===== src/hw/rtl/rpbk_pkg.sv =====
// ----------------------------------------------------------------------------
// rpbk_pkg
// Types and constants shared by the RGB blend-with-key pipeline.
// ----------------------------------------------------------------------------
`default_nettype none

package rpbk_pkg;

	localparam int unsigned ChanW   = 8;
	localparam int unsigned NumChan = 3;
	localparam int unsigned CfgIdxW = 3;
	localparam int unsigned CfgW    = 8;

	// one byte per channel, index 0 = red (lowest bits)
	typedef logic [NumChan-1:0][ChanW-1:0] chan_t;
	typedef logic [NumChan-1:0][ChanW:0]   wide_t;
	typedef logic [NumChan-1:0]            flag_t;

	typedef enum logic [2:0] {
		MODE_OFF = 3'd0,
		MODE_AVG = 3'd1,
		MODE_ADD = 3'd2,
		MODE_SUB = 3'd3,
		MODE_OVR = 3'd4
	} blend_mode_t;

	typedef enum logic [CfgIdxW-1:0] {
		CFG_BLEND_MODE   = 3'd0,
		CFG_BACK_ENABLE  = 3'd1,
		CFG_BACK_LOW     = 3'd2,
		CFG_BACK_HIGH    = 3'd3,
		CFG_OVERLAY_LOW  = 3'd4,
		CFG_OVERLAY_HIGH = 3'd5
	} cfg_index_t;

	typedef struct packed {
		logic [2:0]       blend_mode;
		logic             back_enable;
		logic [ChanW-1:0] back_low;
		logic [ChanW-1:0] back_high;
		logic [ChanW-1:0] overlay_low;
		logic [ChanW-1:0] overlay_high;
	} cfg_t;

	localparam logic [ChanW-1:0] ChanMax = '1;
	localparam logic [ChanW-1:0] ChanMin = '0;

endpackage

`default_nettype wire


===== src/hw/rtl/rgb_pixel_blend_with_key_top.sv =====
// ----------------------------------------------------------------------------
// rgb_pixel_blend_with_key_top
// RGB pixel blender with background range keying, three-stage pipeline.
//
//   channel  dir  width  contents
//   s_axis   in   72     dest rgb, src rgb, back rgb (see s_tdata)
//   m_axis   out  24     out rgb
//   cfg      in   3+8    register index, write data
//
// One beat per clock sustained unless m_tready stalls; beats pass the key,
// arith and mode registers to m_tvalid. Each stage holds a valid bit and
// stalls only when full and the next stage cannot take its beat, so bubbles
// collapse. Reset clears valid bits and loads defaults (overlay_high = 255).
// ----------------------------------------------------------------------------
`default_nettype none

module rgb_pixel_blend_with_key_top (
	input  wire logic        clk,
	input  wire logic        arst_n,
	input  wire logic        cfg_we,
	input  wire logic [2:0]  cfg_index,
	input  wire logic [7:0]  cfg_data,
	input  wire logic        s_tvalid,
	output logic             s_tready,
	// dest_red, dest_green, dest_blue, src_red, src_green, src_blue,
	// back_red, back_green, back_blue (8 bits each, lowest first)
	input  wire logic [71:0] s_tdata,
	output logic             m_tvalid,
	input  wire logic        m_tready,
	// out_red, out_green, out_blue (8 bits each, lowest first)
	output logic [23:0]      m_tdata
);
	import rpbk_pkg::*;

	cfg_t  cfg_q;
	chan_t dest_s1, src_s1, dest_s2, src_s2, pix_s3;
	flag_t hit_s1, hit_s2;
	wide_t sum_s2, diff_s2;
	logic  v1, r1, v2, r2;

	always_ff @(posedge clk or negedge arst_n) begin
		if (!arst_n) begin
			cfg_q.blend_mode   <= MODE_OFF;
			cfg_q.back_enable  <= 1'b0;
			cfg_q.back_low     <= ChanMin;
			cfg_q.back_high    <= ChanMin;
			cfg_q.overlay_low  <= ChanMin;
			cfg_q.overlay_high <= ChanMax;
		end else if (cfg_we) begin
			unique case (cfg_index_t'(cfg_index))
				CFG_BLEND_MODE:   cfg_q.blend_mode   <= cfg_data[2:0];
				CFG_BACK_ENABLE:  cfg_q.back_enable  <= cfg_data[0];
				CFG_BACK_LOW:     cfg_q.back_low     <= cfg_data;
				CFG_BACK_HIGH:    cfg_q.back_high    <= cfg_data;
				CFG_OVERLAY_LOW:  cfg_q.overlay_low  <= cfg_data;
				CFG_OVERLAY_HIGH: cfg_q.overlay_high <= cfg_data;
				default: ;
			endcase
		end
	end

	rpbk_key u_key (
		.clk       (clk),
		.arst_n    (arst_n),
		.cfg       (cfg_q),
		.in_valid  (s_tvalid),
		.in_ready  (s_tready),
		.in_dest   (s_tdata[23:0]),
		.in_src    (s_tdata[47:24]),
		.in_back   (s_tdata[71:48]),
		.out_valid (v1),
		.out_ready (r1),
		.dest_s1   (dest_s1),
		.src_s1    (src_s1),
		.hit_s1    (hit_s1)
	);

	rpbk_arith u_arith (
		.clk       (clk),
		.arst_n    (arst_n),
		.in_valid  (v1),
		.in_ready  (r1),
		.in_dest   (dest_s1),
		.in_src    (src_s1),
		.in_hit    (hit_s1),
		.out_valid (v2),
		.out_ready (r2),
		.dest_s2   (dest_s2),
		.src_s2    (src_s2),
		.hit_s2    (hit_s2),
		.sum_s2    (sum_s2),
		.diff_s2   (diff_s2)
	);

	rpbk_mode u_mode (
		.clk       (clk),
		.arst_n    (arst_n),
		.cfg       (cfg_q),
		.in_valid  (v2),
		.in_ready  (r2),
		.in_dest   (dest_s2),
		.in_src    (src_s2),
		.in_hit    (hit_s2),
		.in_sum    (sum_s2),
		.in_diff   (diff_s2),
		.out_valid (m_tvalid),
		.out_ready (m_tready),
		.pix_s3    (pix_s3)
	);

	assign m_tdata = pix_s3;

endmodule

`default_nettype wire


===== src/hw/rtl/rpbk_key.sv =====
// ----------------------------------------------------------------------------
// rpbk_key
// Stage 1: background range keying of the destination and overlay range test.
// ----------------------------------------------------------------------------
`default_nettype none

module rpbk_key (
	input  wire logic           clk,
	input  wire logic           arst_n,
	input  wire rpbk_pkg::cfg_t cfg,
	input  wire logic           in_valid,
	output logic                in_ready,
	input  wire rpbk_pkg::chan_t in_dest,
	input  wire rpbk_pkg::chan_t in_src,
	input  wire rpbk_pkg::chan_t in_back,
	output logic                out_valid,
	input  wire logic           out_ready,
	output rpbk_pkg::chan_t     dest_s1,
	output rpbk_pkg::chan_t     src_s1,
	output rpbk_pkg::flag_t     hit_s1
);
	import rpbk_pkg::*;

	logic  valid_s1;
	chan_t dest_keyed;
	flag_t hit;

	assign in_ready  = !valid_s1 || out_ready;
	assign out_valid = valid_s1;

	always_comb begin
		for (int c = 0; c < NumChan; c++) begin
			dest_keyed[c] = (cfg.back_enable && in_dest[c] >= cfg.back_low &&
				in_dest[c] <= cfg.back_high) ? in_back[c] : in_dest[c];
			hit[c] = in_src[c] >= cfg.overlay_low && in_src[c] <= cfg.overlay_high;
		end
	end

	always_ff @(posedge clk or negedge arst_n) begin
		if (!arst_n) begin
			valid_s1 <= 1'b0;
		end else if (in_ready) begin
			valid_s1 <= in_valid;
		end
	end

	always_ff @(posedge clk) begin
		if (in_ready && in_valid) begin
			dest_s1 <= dest_keyed;
			src_s1  <= in_src;
			hit_s1  <= hit;
		end
	end

endmodule

`default_nettype wire


===== src/hw/rtl/rpbk_arith.sv =====
// ----------------------------------------------------------------------------
// rpbk_arith
// Stage 2: per-channel 9-bit sum and difference of keyed destination and source.
// ----------------------------------------------------------------------------
`default_nettype none

module rpbk_arith (
	input  wire logic            clk,
	input  wire logic            arst_n,
	input  wire logic            in_valid,
	output logic                 in_ready,
	input  wire rpbk_pkg::chan_t in_dest,
	input  wire rpbk_pkg::chan_t in_src,
	input  wire rpbk_pkg::flag_t in_hit,
	output logic                 out_valid,
	input  wire logic            out_ready,
	output rpbk_pkg::chan_t      dest_s2,
	output rpbk_pkg::chan_t      src_s2,
	output rpbk_pkg::flag_t      hit_s2,
	output rpbk_pkg::wide_t      sum_s2,
	output rpbk_pkg::wide_t      diff_s2
);
	import rpbk_pkg::*;

	logic  valid_s2;
	wide_t sum;
	wide_t diff;

	assign in_ready  = !valid_s2 || out_ready;
	assign out_valid = valid_s2;

	always_comb begin
		for (int c = 0; c < NumChan; c++) begin
			sum[c]  = {1'b0, in_dest[c]} + {1'b0, in_src[c]};
			diff[c] = {1'b0, in_dest[c]} - {1'b0, in_src[c]};
		end
	end

	always_ff @(posedge clk or negedge arst_n) begin
		if (!arst_n) begin
			valid_s2 <= 1'b0;
		end else if (in_ready) begin
			valid_s2 <= in_valid;
		end
	end

	always_ff @(posedge clk) begin
		if (in_ready && in_valid) begin
			dest_s2 <= in_dest;
			src_s2  <= in_src;
			hit_s2  <= in_hit;
			sum_s2  <= sum;
			diff_s2 <= diff;
		end
	end

endmodule

`default_nettype wire


===== src/hw/rtl/rpbk_mode.sv =====
// ----------------------------------------------------------------------------
// rpbk_mode
// Stage 3: blend mode select with saturation, feeding the output register.
// ----------------------------------------------------------------------------
`default_nettype none

module rpbk_mode (
	input  wire logic            clk,
	input  wire logic            arst_n,
	input  wire rpbk_pkg::cfg_t  cfg,
	input  wire logic            in_valid,
	output logic                 in_ready,
	input  wire rpbk_pkg::chan_t in_dest,
	input  wire rpbk_pkg::chan_t in_src,
	input  wire rpbk_pkg::flag_t in_hit,
	input  wire rpbk_pkg::wide_t in_sum,
	input  wire rpbk_pkg::wide_t in_diff,
	output logic                 out_valid,
	input  wire logic            out_ready,
	output rpbk_pkg::chan_t      pix_s3
);
	import rpbk_pkg::*;

	logic  valid_s3;
	chan_t pix;

	assign in_ready  = !valid_s3 || out_ready;
	assign out_valid = valid_s3;

	always_comb begin
		for (int c = 0; c < NumChan; c++) begin
			case (blend_mode_t'(cfg.blend_mode))
				MODE_AVG: pix[c] = in_sum[c][ChanW:1];
				MODE_ADD: pix[c] = in_sum[c][ChanW] ? ChanMax : in_sum[c][ChanW-1:0];
				MODE_SUB: pix[c] = in_diff[c][ChanW] ? ChanMin : in_diff[c][ChanW-1:0];
				MODE_OVR: pix[c] = in_hit[c] ? in_src[c] : in_dest[c];
				default:  pix[c] = in_dest[c];
			endcase
		end
	end

	always_ff @(posedge clk or negedge arst_n) begin
		if (!arst_n) begin
			valid_s3 <= 1'b0;
		end else if (in_ready) begin
			valid_s3 <= in_valid;
		end
	end

	always_ff @(posedge clk) begin
		if (in_ready && in_valid) begin
			pix_s3 <= pix;
		end
	end

endmodule

`default_nettype wire

===== config.mk =====
export PLATFORM = sky130hd
export DESIGN_NAME = rgb_pixel_blend_with_key_top
export DESIGN_NICKNAME = d
export VERILOG_FILES = /design/src/hw/rtl/rpbk_pkg.sv /design/src/hw/rtl/rgb_pixel_blend_with_key_top.sv /design/src/hw/rtl/rpbk_key.sv /design/src/hw/rtl/rpbk_arith.sv /design/src/hw/rtl/rpbk_mode.sv
export SDC_FILE = /design/constraint.sdc
export NUM_CORES = 1
export LEC_CHECK = 0
export BUFFER_PORTS_ARGS = -buffer_cell sky130_fd_sc_hd__buf_4
export CAP_MARGIN = 40
export CORE_UTILIZATION = 54
export DETAILED_ROUTE_END_ITERATION = 16
export GPL_ROUTABILITY_DRIVEN = 1
export HOLD_SLACK_MARGIN = 0.15
export PLACE_DENSITY_LB_ADDON = 0.15
export SLEW_MARGIN = 30
export SYNTH_ARGS = -nofsm -noshare
export SYNTH_HDL_FRONTEND = slang
export SYNTH_SLANG_ARGS = --single-unit

===== constraint.sdc =====
create_clock -name clk -period 3.3 [get_ports clk]
set_input_delay 0.66 -clock clk [delete_from_list [all_inputs] [get_ports clk]]
set_output_delay 0.66 -clock clk [all_outputs]
set_load 0.03 [all_outputs]

Word-level counts from Yosys, hierarchy flattened:

Index checks and enable logic that the tools add are counted.
W data, S select, Z words.

* register bits after elaboration: 219
* bits in latches: 0
* bits in writable memories: 0
* bits in read-only memories: 0
* input port bits: 88
* output and inout bits: 26
* logic and storage cells: 99
* memories: 0

* add/sub/neg operators: 6
* multipliers: 0
* divide/modulo/power cells: 0
* $lt $le $gt $ge: 12
* eq/ne operators: 9
* shifts and indexed selects: 0
* muxes and demuxes: 15
* bitwise logic cells: 0
* reduce and logical (&&, ||, !) cells: 25

Operators with widths (number)
* $mux W8: 12
* $pmux W8 S4: 3
* $ge A8 B8 Y1: 6
* $le A8 B8 Y1: 6
* $add A8 B8 Y9: 3
* $sub A8 B8 Y9: 3
* $eq A3 B2 Y1 const B: 4
* $logic_and A1 B1 Y1: 12
* $reduce_and A2 Y1: 6
* $eq A3 B3 Y1 const B: 3
* $eq A3 B1 Y1 const B: 2
* $logic_not A1 Y1: 3
* $logic_not A3 Y1: 1
* $logic_or A1 B1 Y1: 3

Logic depth before layout (Yosys ltp):

Gate-level depths: netlist of run 1.

* depth after elaboration: 5
* mapped depth: 8

Modules after synthesis:

From an unflattened synthesis of run 1, not the netlist that was laid out.

* cells, all modules: 1074
* area total of the unflattened synthesis: 13102.6 um^2

By module, submodules not included
* rpbk_arith: times used 1, cells each 427, area an instance 5410.2 um^2, sequential area each 3088.0 um^2
* rpbk_key: times used 1, cells each 342, area an instance 4262.8 um^2, sequential area each 1556.5 um^2
* rpbk_mode: times used 1, cells each 225, area an instance 2023.2 um^2, sequential area each 745.7 um^2
* rgb_pixel_blend_with_key_top: times used 1, cells each 80, area an instance 1406.3 um^2, sequential area each 910.9 um^2

Worst setup path before layout of run 1:

OpenSTA, ideal clock, no wires.

* kind: in2reg
* start: in m_tready
* end: reg u_arith.dest_s2[0] (netlist name) (enable)
* setup time: 0.472 ns
* arrival time: 3.132 ns
* setup slack: -0.304 ns
* cell stages on the path: 3
* buffers on the path: 0
* cells stage by stage: nor2b_1 nand2_1 and2_1

* longest elaborated chain between the ends: 3

Ends and longest elaborated chain
* start, declared: line rgb_pixel_blend_with_key_top.sv:29 `input wire logic m_tready,`
* $logic_or A1 B1 Y1: line rpbk_mode.sv:27 `assign in_ready = !valid_s3 || out_ready;`
* $logic_or A1 B1 Y1: line rpbk_arith.sv:29 `assign in_ready = !valid_s2 || out_ready;`
* $logic_and A1 B1 Y1: line rpbk_arith.sv:48 `if (in_ready && in_valid) begin`
* end signal, assigned: line rpbk_arith.sv:49 `dest_s2 <= in_dest;`
* end, declared: line rpbk_arith.sv:17 `output rpbk_pkg::chan_t dest_s2,`

Every way passes these cells.
A chain may end at the register's enable or synchronous reset.

==> flow_metrics.env, run 1 <==
export IMPL_status="finished clean"
export IMPL_hold_ws_ns=0.338
export IMPL_numCtsBuffers=25
export IMPL_io_buffer_count=113
export IMPL_via_count=8474
export IMPL_ys_types=64
export IMPL_clock_skew_ns=0.0186
export IMPL_h_tree_depth=1
export IMPL_critPathCaptureType="flop"
export IMPL_ys_ff_latch=216
export IMPL_netlist_area_um2=12300
export IMPL_area_delta_synth_final_pct=17.0
export IMPL_rsz0062_at_grt="no"
export IMPL_top_layer_used="met4"
export IMPL_grt_pass1_vias=8206
export IMPL_required_ns=3.54
export IMPL_vias_per_cell=5.76
export IMPL_cts_tree="built"
export IMPL_grt_ovfl_total=0
export IMPL_rows=54
export IMPL_cts_resized=0
export IMPL_die_h_um=153
export IMPL_tightest_slew_ns=0.771
export IMPL_slew_violations=0
export IMPL_dp_hpwl_um=21800
export IMPL_fin_ws_ns=0.796
export IMPL_dp_slack_ns=0.533
export IMPL_ant_nets=0
export IMPL_layout_nets=1410
export IMPL_antenna_found_initial=0
export IMPL_synth_area_top_cells="edfxtp_1 (43%), ha_1 (15%), dfrtp_1 (6.3%)"
export IMPL_core_um2=22000
export IMPL_synth_edf_count=177
export IMPL_final_cell_mix="edfxtp_1 (177), ha_1 (144), buf_4 (125), inv_1 (93), nand2_1 (72)"
export IMPL_power_density_nw_per_um2=634
export IMPL_synth_seq_area_share_pct=51.4
export IMPL_synth_top_cell_area_share_pct=43.3
export IMPL_slew_headroom_pct=48.5
export IMPL_wl_met3_um=1840
export IMPL_drt_iter0_drc=630
export IMPL_wirelength_um=28600
export IMPL_fillerInstances=1719
export IMPL_track_usage_pct=24.9
export IMPL_wl_met2_um=13200
export IMPL_max_freq_mhz=399
export IMPL_cts_root_buf="clkbuf_16"
export IMPL_path_max_fanout=3
export IMPL_pin_count=114
export IMPL_start_kind="flop"
export IMPL_initial_core_util_pct=55.7
export IMPL_grt_start_max_net_pins=40
export IMPL_syn_num_nets=1273
export IMPL_dieArea_um2=23300
export IMPL_syn_avg_cell_area_um2=11.9
export IMPL_synthCells=1035
export IMPL_met1Wirelength_um=12700
export IMPL_cts_buffer_depth=3
export IMPL_final_hold_violation_count=0
export IMPL_dr_pass1_iters=7
export IMPL_place_gp_congestion=0.903
export IMPL_clk_pin_slew_ns=0.07
export IMPL_hold_path_class="in -> reg"
export IMPL_cap_violations=0
export IMPL_finalSetupViolations=0
export IMPL_antenna_cells_inserted=0
export IMPL_drc_errors=0
export IMPL_finalPower_uw=9100
export IMPL_r2r_slack_ns=0.80
export IMPL_clock_latency_ns=0.52
export IMPL_place_area_um2=13500
export IMPL_finalCriticalPeriod_ns=2.50
export IMPL_fin_area_um2=14400
export IMPL_ir_drop_mv=0.344
export IMPL_final_common_cell="edfxtp_1"
export IMPL_synth_async_reset_ratio_pct=18.1
export IMPL_synthFlopType="edfxtp_1"
export IMPL_yosysWarnings=0
export IMPL_multi_input_area_um2=5550
export IMPL_die_x_um=153
export IMPL_p_leak_uw=0.00602
export IMPL_yosysTopAreaCell="edfxtp_1"
export IMPL_seq_area_um2=6300
export IMPL_fin_setup_tns_ns=0
export IMPL_final_layout_size_suffix_gt1_share_pct=20.3
export IMPL_fin_crit_sh_pct=75.9
export IMPL_grt_pass1_wl_um=44500
export IMPL_cts_sinks=216
export IMPL_crit_type="reg -> reg"
export IMPL_wl_per_cell_um=19.5
export IMPL_worst_ep_arrival_time_ns=2.75
[kinds of logic (layout without fill, tap and decap cells)]
kind of cell	count (synthesis)	in the layout	synth area share [%]
AOI/OAI and AO/OA	225	225	12.5
and+or+nand+nor	253	253	10.3
xor gates and xnor gates	25	25	1.78
DFF	216	216	51.4
muxes	56	56	5.05
buffers and inverters	110	265	3.40
adders and majority gates	150	150	15.7
[final cells by class]
cell class,count,area share [%]
timing repair buffer,127,6.75
inverter,93,2.43
multi-input combinational,709,38.7
tap,280,2.44
clock inverter,14,1.26
clock buffer,31,4.52
sequential,216,43.9
[cells in the mapped netlist, types with 4 or more instances]
master    number
o21ai_0       66
nand2_1       72
clkbuf_1      12
a21oi_1       51
nor2b_1       17
a221o_1        9
a222oi_1       4
xor2_1         8
nor2_1        52
fa_1           6
edfxtp_1     177
o21a_1        10
ha_1         144
o211ai_1       8
dfrtp_1       31
o22ai_1        7
nor3_1        13
a21o_1         9
nand3_1       24
xnor2_1       17
a22oi_1        5
nand2b_1      28
o31ai_1        8
mux2i_1        9
a21boi_0       7
dfstp_2        8
inv_1         93
nand4_1       22
mux2_2        47
[sequential cells by signal, summed over array words and instances (netlist names)]
signal / flops
cfg_q: 36
u_arith.hit_s2: 3
u_arith.diff_s2: 25
u_mode.pix_s3: 24
u_arith.out_valid: 1
u_key.src_s1: 24
u_key.dest_s1: 24
u_arith.src_s2: 24
u_arith.dest_s2: 24
u_key.hit_s1: 3
u_arith.sum_s2: 26
u_key.out_valid: 1
u_mode.out_valid: 1
[routing by layer]
metal / up-vias / global-route usage, %
met1: 4015 / 33.9
met5: - / 0
li1: 4114 / -
met2: 293 / 40.7
met3: 52 / 3.78
met4: 0 / 9.09
[critical path, cell delays in order, from the launching register on]
cell and delay [ns]:
edfxtp_1 0.47, inv_1 0.07, ha_1 0.25, fa_1 0.42, nand2b_1 0.16, a21boi_0 0.36, o21ai_0 0.16, a21oi_1 0.21
o22ai_1 0.12
[report_power, final]
group          leakage, uW  switching (uW)  internal (uW)
Combinational      0.00345            1430           1050
Sequential         0.00217             278           3560
Clock             0.000399            1070           1710
Total              0.00602            2780           6320
[metrics by stage]
stage | util (%) | instances
3_3_place_gp | 61.3 | 1424
2_1_floorplan | - | 1035
6_report | 65.2 | 1470
3_5_place_dp | 61.3 | 1424
5_1_grt | 65.2 | 1470
4_1_cts | 65.2 | 1470
[final timing paths]
path	start	endpoint	cells after the start
setup / recovery	u_key.dest_s1[0]	u_arith.diff_s2[8]	8
hold / removal	s_tdata[32]	u_key.src_s1[8]	1
min in group asynchronous	arst_n	cfg_q[20]	2
max in group asynchronous	arst_n	cfg_q[3]	2
setup reg to reg	u_key.dest_s1[0]	u_arith.diff_s2[8]	8
hold reg to reg	u_key.hit_s1[2]	u_arith.hit_s2[2]	0
[repair_timing]
item	in CTS	in global routing
setup buffers	0	0
hold buffers	1	0
hold endpoints to repair	31	0
No activity file was read; power rests on OpenSTA's default activity.
==> inputs of run 2 (changes only) <==
==> constraint.sdc (replaced) <==
create_clock -name clk -period 2.15 [get_ports clk]
set_input_delay 0.43 -clock clk [delete_from_list [all_inputs] [get_ports clk]]
set_output_delay 0.43 -clock clk [all_outputs]
set_load 0.03 [all_outputs]
==> flow_metrics.env, run 2 (synthesis gave the netlist of run 1 again) <==
export IMPL_status="finished with violations"
export IMPL_violations="setup timing"
export IMPL_area_delta_synth_final_pct=28.1
export IMPL_largestRegisters="cfg_q (36), u_arith.sum_s2 (26), u_arith.diff_s2 (25)"
export IMPL_clockPowerShare_pct=29.0
export IMPL_required_ns=2.41
export IMPL_grt_pass1_vias=9018
export IMPL_worst_ep_arrival_time_ns=2.55
export IMPL_power_density_nw_per_um2=941
export IMPL_cts_root_buf="clkbuf_16"
export IMPL_slew_violations=0
export IMPL_critPathCaptureType="flop"
export IMPL_place_gp_congestion=0.854
export IMPL_final_common_cell="buf_4"
export IMPL_dp_slack_ns=-0.257
export IMPL_antenna_cells_inserted=0
export IMPL_netSwitchingPower_uw=4570
export IMPL_dieArea_um2=23300
export IMPL_drt_iter0_drc=493
export IMPL_rsz0062_at_grt="yes"
export IMPL_finalCriticalPeriod_ns=2.29
export IMPL_finalSetupViolations=26
export IMPL_clock_skew_ns=0.00946
export IMPL_via_count=9018
export IMPL_h_tree_depth=1
export IMPL_clk_pin_slew_ns=0.06
export IMPL_path_cells="inv_2 > buf_4 > ha_4 > a211oi_4 > o21ai_2 > a2111oi_4 > o21ai_2 > buf_6 > mux2_4"
export IMPL_p_comb_share_pct=31.3
export IMPL_layout_nets=1512
export IMPL_switching_share_pct=30.9
export IMPL_fillerInstances=1569
export IMPL_rows=54
export IMPL_initial_core_util_pct=55.7
export IMPL_ant_nets=0
export IMPL_final_hold_violation_count=0
export IMPL_final_cell_mix="buf_4 (185), edfxtp_1 (177), ha_1 (131), inv_1 (87), nand2_1 (72)"
export IMPL_place_area_um2=14100
export IMPL_regMostFlops="cfg_q"
export IMPL_crit_type="reg -> reg"
export IMPL_hold_ws_ns=0.168
export IMPL_wl_per_cell_um=19.3
export IMPL_cts_buffer_depth=3
export IMPL_fin_area_um2=15700
export IMPL_slew_headroom_pct=62.2
export IMPL_fin_ws_ns=-0.141
export IMPL_core_um2=22000
export IMPL_numCtsBuffers=24
export IMPL_antenna_found_initial=0
export IMPL_cap_violations=0
export IMPL_intPower_uw=10200
export IMPL_max_freq_mhz=436
export IMPL_io_buffer_count=113
export IMPL_largest_reg_flops=36
export IMPL_cts_sinks=216
export IMPL_seq_power_share_pct=39.7
export IMPL_dr_pass1_iters=7
export IMPL_ir_drop_mv=0.589
export IMPL_pin_count=114
export IMPL_die_h_um=153
export IMPL_grt_pass1_wl_um=47500
export IMPL_vias_per_cell=5.74
export IMPL_dp_hpwl_um=22700
export IMPL_cts_tree="built"
export IMPL_p_leak_uw=0.00664
export IMPL_final_layout_size_suffix_gt1_share_pct=28.6
export IMPL_hold_path_class="in -> reg"
export IMPL_fin_crit_sh_pct=107
export IMPL_start_kind="flop"
export IMPL_track_usage_pct=26.2
export IMPL_grt_start_max_net_pins=40
export IMPL_wirelength_um=30400
export IMPL_path_max_fanout=5
export IMPL_die_x_um=153
export IMPL_grt_ovfl_total=0
export IMPL_clock_latency_ns=0.52
export IMPL_cp_common_cell="o21ai_2"
export IMPL_cpPeakStageDelay_ns=0.39
export IMPL_finalCoreUtilization_pct=71.3
export IMPL_slowest_stage="dfrtp_1"
export IMPL_tightest_slew_ns=0.568
export IMPL_drc_errors=0
## run 2: cell count changes in the layout (fill, tap and decap cells not counted), moves of 9 or more
cell           before  now
ha_1              144  131
dlygate4sd3_1       1   26
ha_4                0    9
mux2_4              0   12
buf_4             125  185
buf_6               0   10
mux2_2             47   35
## run 2: critical path, delay by kind of cell, from the launching register on
family / cells / cell delay [ns]
adder cells (fa/ha/maj): 1 / 0.19
buffers and inverters: 3 / 0.37
flip-flops: 1 / 0.39
AO/OA/AOI/OAI: 4 / 0.78
multiplexers: 1 / 0.30
## run 2: path summary, 6_finish.rpt
path	startpoint	endpoint	slack, ns	depth (start not counted)
worst max-delay path	cfg_q[21]	u_key.dest_s1[23]	-0.14	9
worst min-delay path	cfg_data[3]	cfg_q[27]	0.17	3
worst max register to register	cfg_q[21]	u_key.dest_s1[23]	-0.14	9
worst min register to register	u_key.hit_s1[0]	u_arith.hit_s2[0]	0.43	0
max in group asynchronous	arst_n	cfg_q[24]	1.34	2
min in group asynchronous	arst_n	cfg_q[21]	0.43	2
## run 2: final cells by class
class | instances | area, um^2 | area share [%]
inverters | 93 | 349 | 2.22
clock inverters | 17 | 199 | 1.27
flip-flops and latches | 216 | 6300 | 40.1
repair buffers | 230 | 1940 | 12.4
multi-input cells | 709 | 5940 | 37.8
well taps | 280 | 350 | 2.23
clock buffers | 27 | 633 | 4.03
## run 2: repair_timing
item,4_1_cts,5_1_grt
resized for setup,54,35
pin swaps,17,23
setup endpoints to repair,34,37
hold buffers,25,1
hold endpoints to repair,55,1
buffers inserted,11,9
## run 2: layer usage
layer	GRT usage, %	wire length (um)	share of wire [%]	vias up
met4	10.1	1130	3.7	0
li1	-	-	-	4309
met3	3.33	1550	5.1	78
met1	35.4	13400	44	4344
met2	43.5	14300	47	287
met5	0	0	0	-
## run 2: power groups by stage
stage	Clock, uW	Sequential [uW]	Combinational (uW)
2_1_floorplan	0	5990	2490
3_3_place_gp	0	5920	3990
3_5_place_dp	0	5940	4110
4_1_cts	4340	5860	4450
5_1_grt	4500	5940	5060
6_report	4290	5870	4620
## run 2: per-stage QoR
| stage | std cells | total power [uW] | setup TNS [ns] |
|---|---|---|---|
| global route | 1572 | 15500 | -4.52 |
| detailed placement | 1482 | 10000 | -5.50 |
| global placement | 1482 | 9910 | -4.96 |
| floorplan | 1035 | 8490 | 0 |
| CTS | 1562 | 14700 | -1.21 |
| finish | 1572 | 14800 | -2.52 |
==> inputs of run 3 (changes only) <==
--- a/config.mk
+++ b/config.mk
@@ -7,7 +7,9 @@
 export LEC_CHECK = 0
 export BUFFER_PORTS_ARGS = -buffer_cell sky130_fd_sc_hd__buf_4
 export CAP_MARGIN = 40
-export CORE_UTILIZATION = 54
+export CELL_PAD_IN_SITES_DETAIL_PLACEMENT = 1
+export CELL_PAD_IN_SITES_GLOBAL_PLACEMENT = 1
+export CORE_UTILIZATION = 44
 export DETAILED_ROUTE_END_ITERATION = 16
 export GPL_ROUTABILITY_DRIVEN = 1
 export HOLD_SLACK_MARGIN = 0.15
==> flow_metrics.env, run 3 (synthesis gave the netlist of run 1 again) <==
export IMPL_critPathTopFamily="compound AO/OA/AOI/OAI gates"
export IMPL_final_cell_mix="buf_4 (199), edfxtp_1 (177), ha_1 (131), inv_1 (85), nand2_1 (72)"
export IMPL_cpPeakStageDelay_ns=0.35
export IMPL_dp_hpwl_um=26000
export IMPL_place_area_um2=14200
export IMPL_drc_errors=0
export IMPL_track_usage_pct=25.1
export IMPL_antenna_cells_inserted=0
export IMPL_grt_pass1_wl_um=54600
export IMPL_clock_skew_ns=0.0178
export IMPL_wl_per_cell_um=21.1
export IMPL_final_layout_size_suffix_gt1_share_pct=30.3
export IMPL_hold_ws_ns=0.175
export IMPL_h_tree_depth=1
export IMPL_path_max_fanout=6
export IMPL_worst_ep_arrival_time_ns=2.60
export IMPL_die_h_um=169
export IMPL_slowest_stage="dfrtp_1"
export IMPL_slew_violations=0
export IMPL_area_delta_synth_final_pct=29.9
export IMPL_hold_path_class="in -> reg"
export IMPL_reg2reg_depth=9
export IMPL_initial_core_util_pct=45.1
export IMPL_max_freq_mhz=429
export IMPL_numCtsBuffers=24
export IMPL_clockPowerShare_pct=27.5
export IMPL_cp_depth=9
export IMPL_p_leak_uw=0.00671
export IMPL_finalCriticalPeriod_ns=2.33
export IMPL_via_count=9227
export IMPL_tightest_slew_ns=0.529
export IMPL_vias_per_cell=5.50
export IMPL_regMostFlops="cfg_q"
export IMPL_start_kind="flop"
export IMPL_antenna_found_initial=0
export IMPL_cts_sinks=216
export IMPL_cts_buffer_depth=3
export IMPL_slew_headroom_pct=64.8
export IMPL_ir_drop_mv=0.624
export IMPL_crit_type="reg -> reg"
export IMPL_power_density_nw_per_um2=929
export IMPL_r2r_slack_ns=-0.18
export IMPL_largestRegisters="cfg_q (36), u_arith.sum_s2 (26), u_arith.diff_s2 (25)"
export IMPL_drt_iter0_drc=553
export IMPL_grt_ovfl_total=0
export IMPL_dp_slack_ns=-0.276
export IMPL_grt_pass1_vias=9874
export IMPL_switching_share_pct=31.5
export IMPL_critPathCaptureType="flop"
export IMPL_seq_power_share_pct=39.8
export IMPL_fin_crit_sh_pct=109
export IMPL_die_x_um=169
export IMPL_final_hold_violation_count=0
export IMPL_grt_start_max_net_pins=52
export IMPL_p_comb_share_pct=32.6
export IMPL_io_buffer_count=113
export IMPL_finalSetupViolations=27
export IMPL_core_um2=27200
export IMPL_critical_path_startpoint="cfg_q[21]"
export IMPL_wirelength_um=35400
export IMPL_rows=60
export IMPL_status="finished with violations"
export IMPL_place_gp_congestion=0.870
export IMPL_placed_cells=1588
export IMPL_instances_no_fill=1677
export IMPL_dr_pass1_iters=4
export IMPL_violations="setup timing"
export IMPL_setup_worst_path_end="u_key.dest_s1[0]"
export IMPL_rsz0062_at_grt="yes"
export IMPL_cap_violations=0
export IMPL_pin_count=114
export IMPL_layout_nets=1525
export IMPL_required_ns=2.41
export IMPL_path_cells="inv_2 > buf_6 > ha_4 > nand4_1 > o211ai_1 > o31ai_4 > o22ai_4 > buf_12 > mux2_4"
export IMPL_rr_startpoint="cfg_q[21]"
export IMPL_fin_area_um2=15900
export IMPL_intPower_uw=10100
export IMPL_dieArea_um2=28600
export IMPL_netSwitchingPower_uw=4670
export IMPL_worst_path_buf_inv=3
export IMPL_final_common_cell="buf_4"
export IMPL_cts_tree="built"
export IMPL_clk_pin_slew_ns=0.06
export IMPL_largest_reg_flops=36
export IMPL_fin_ws_ns=-0.183
export IMPL_cts_root_buf="clkbuf_16"
export IMPL_reg2reg_to="u_key.dest_s1[0]"
export IMPL_ant_nets=0
export IMPL_clock_latency_ns=0.52
-- run 3: cell count changes in the layout (fill, tap and decap cells not counted), moves of 3 or more --
cell	change
clkinvlp_4	-3
mux2_2	-4
a21oi_2	+6
buf_4	+14
o21ai_0	-3
a21oi_1	-6
clkbuf_8	+3
mux2_4	+4
-- run 3: worst min-delay path: cells and delay by family --
family          cells  cell delay [ns]
buf+inv             1             0.11
compound gates      1             0.06
simple gates        1             0.05
-- run 3: repair_timing --
item,CTS,global route
pin swaps,13,32
hold endpoints to repair,55,0
hold buffers,25,0
setup endpoints to repair,35,41
resized for setup,59,58
buffers inserted,11,9
-- run 3: how the worst min path moves through the flow --
stage,from,endpoint,slack [ns],cells past startpoint
2_1_floorplan,arst_n,cfg_q[10],0.13,0
3_5_place_dp,u_key.hit_s1[0],u_arith.hit_s2[0],0.41,0
3_3_place_gp,u_key.hit_s1[0],u_arith.hit_s2[0],0.40,0
4_1_cts,s_tdata[36],u_key.src_s1[12],0.15,1
5_1_grt,s_tdata[36],u_key.src_s1[12],0.15,1
6_report,cfg_data[3],cfg_q[27],0.17,3
-- run 3: final cells by class --
class	count	area, um^2
multi-input cells	709	6010
flip-flops and latches	216	6300
clock inverters	13	111
repair buffers	243	2020
fillers	2869	11200
well taps	372	465
clock buffers	31	678
inverters	93	354
-- run 3: power by group through the flow --
stage	Clock, uW	Combinational [uW]	Sequential [uW]
2_1_floorplan	0	2490	5990
3_3_place_gp	0	4060	5940
3_5_place_dp	0	4220	5970
4_1_cts	4160	4620	5890
5_1_grt	4310	5280	5970
6_report	4080	4830	5900
-- run 3: through the flow --
step | util, % | total power [uW] | TNS [ns]
2_1_floorplan | - | 8490 | 0
3_5_place_dp | 52.4 | 10200 | -6.31
6_report | 58.6 | 14800 | -2.70
5_1_grt | 58.6 | 15600 | -4.93
4_1_cts | 57.6 | 14700 | -1.62
3_3_place_gp | 52.4 | 10000 | -4.90
-- run 3: per-layer routing --
layer	GRT usage (%)	up-vias	share of wire (%)
li1	-	4339	-
met1	32.0	4586	43
met2	44.8	250	51
met3	3.46	52	4.9
met4	5.84	0	1.9
met5	0	-	0
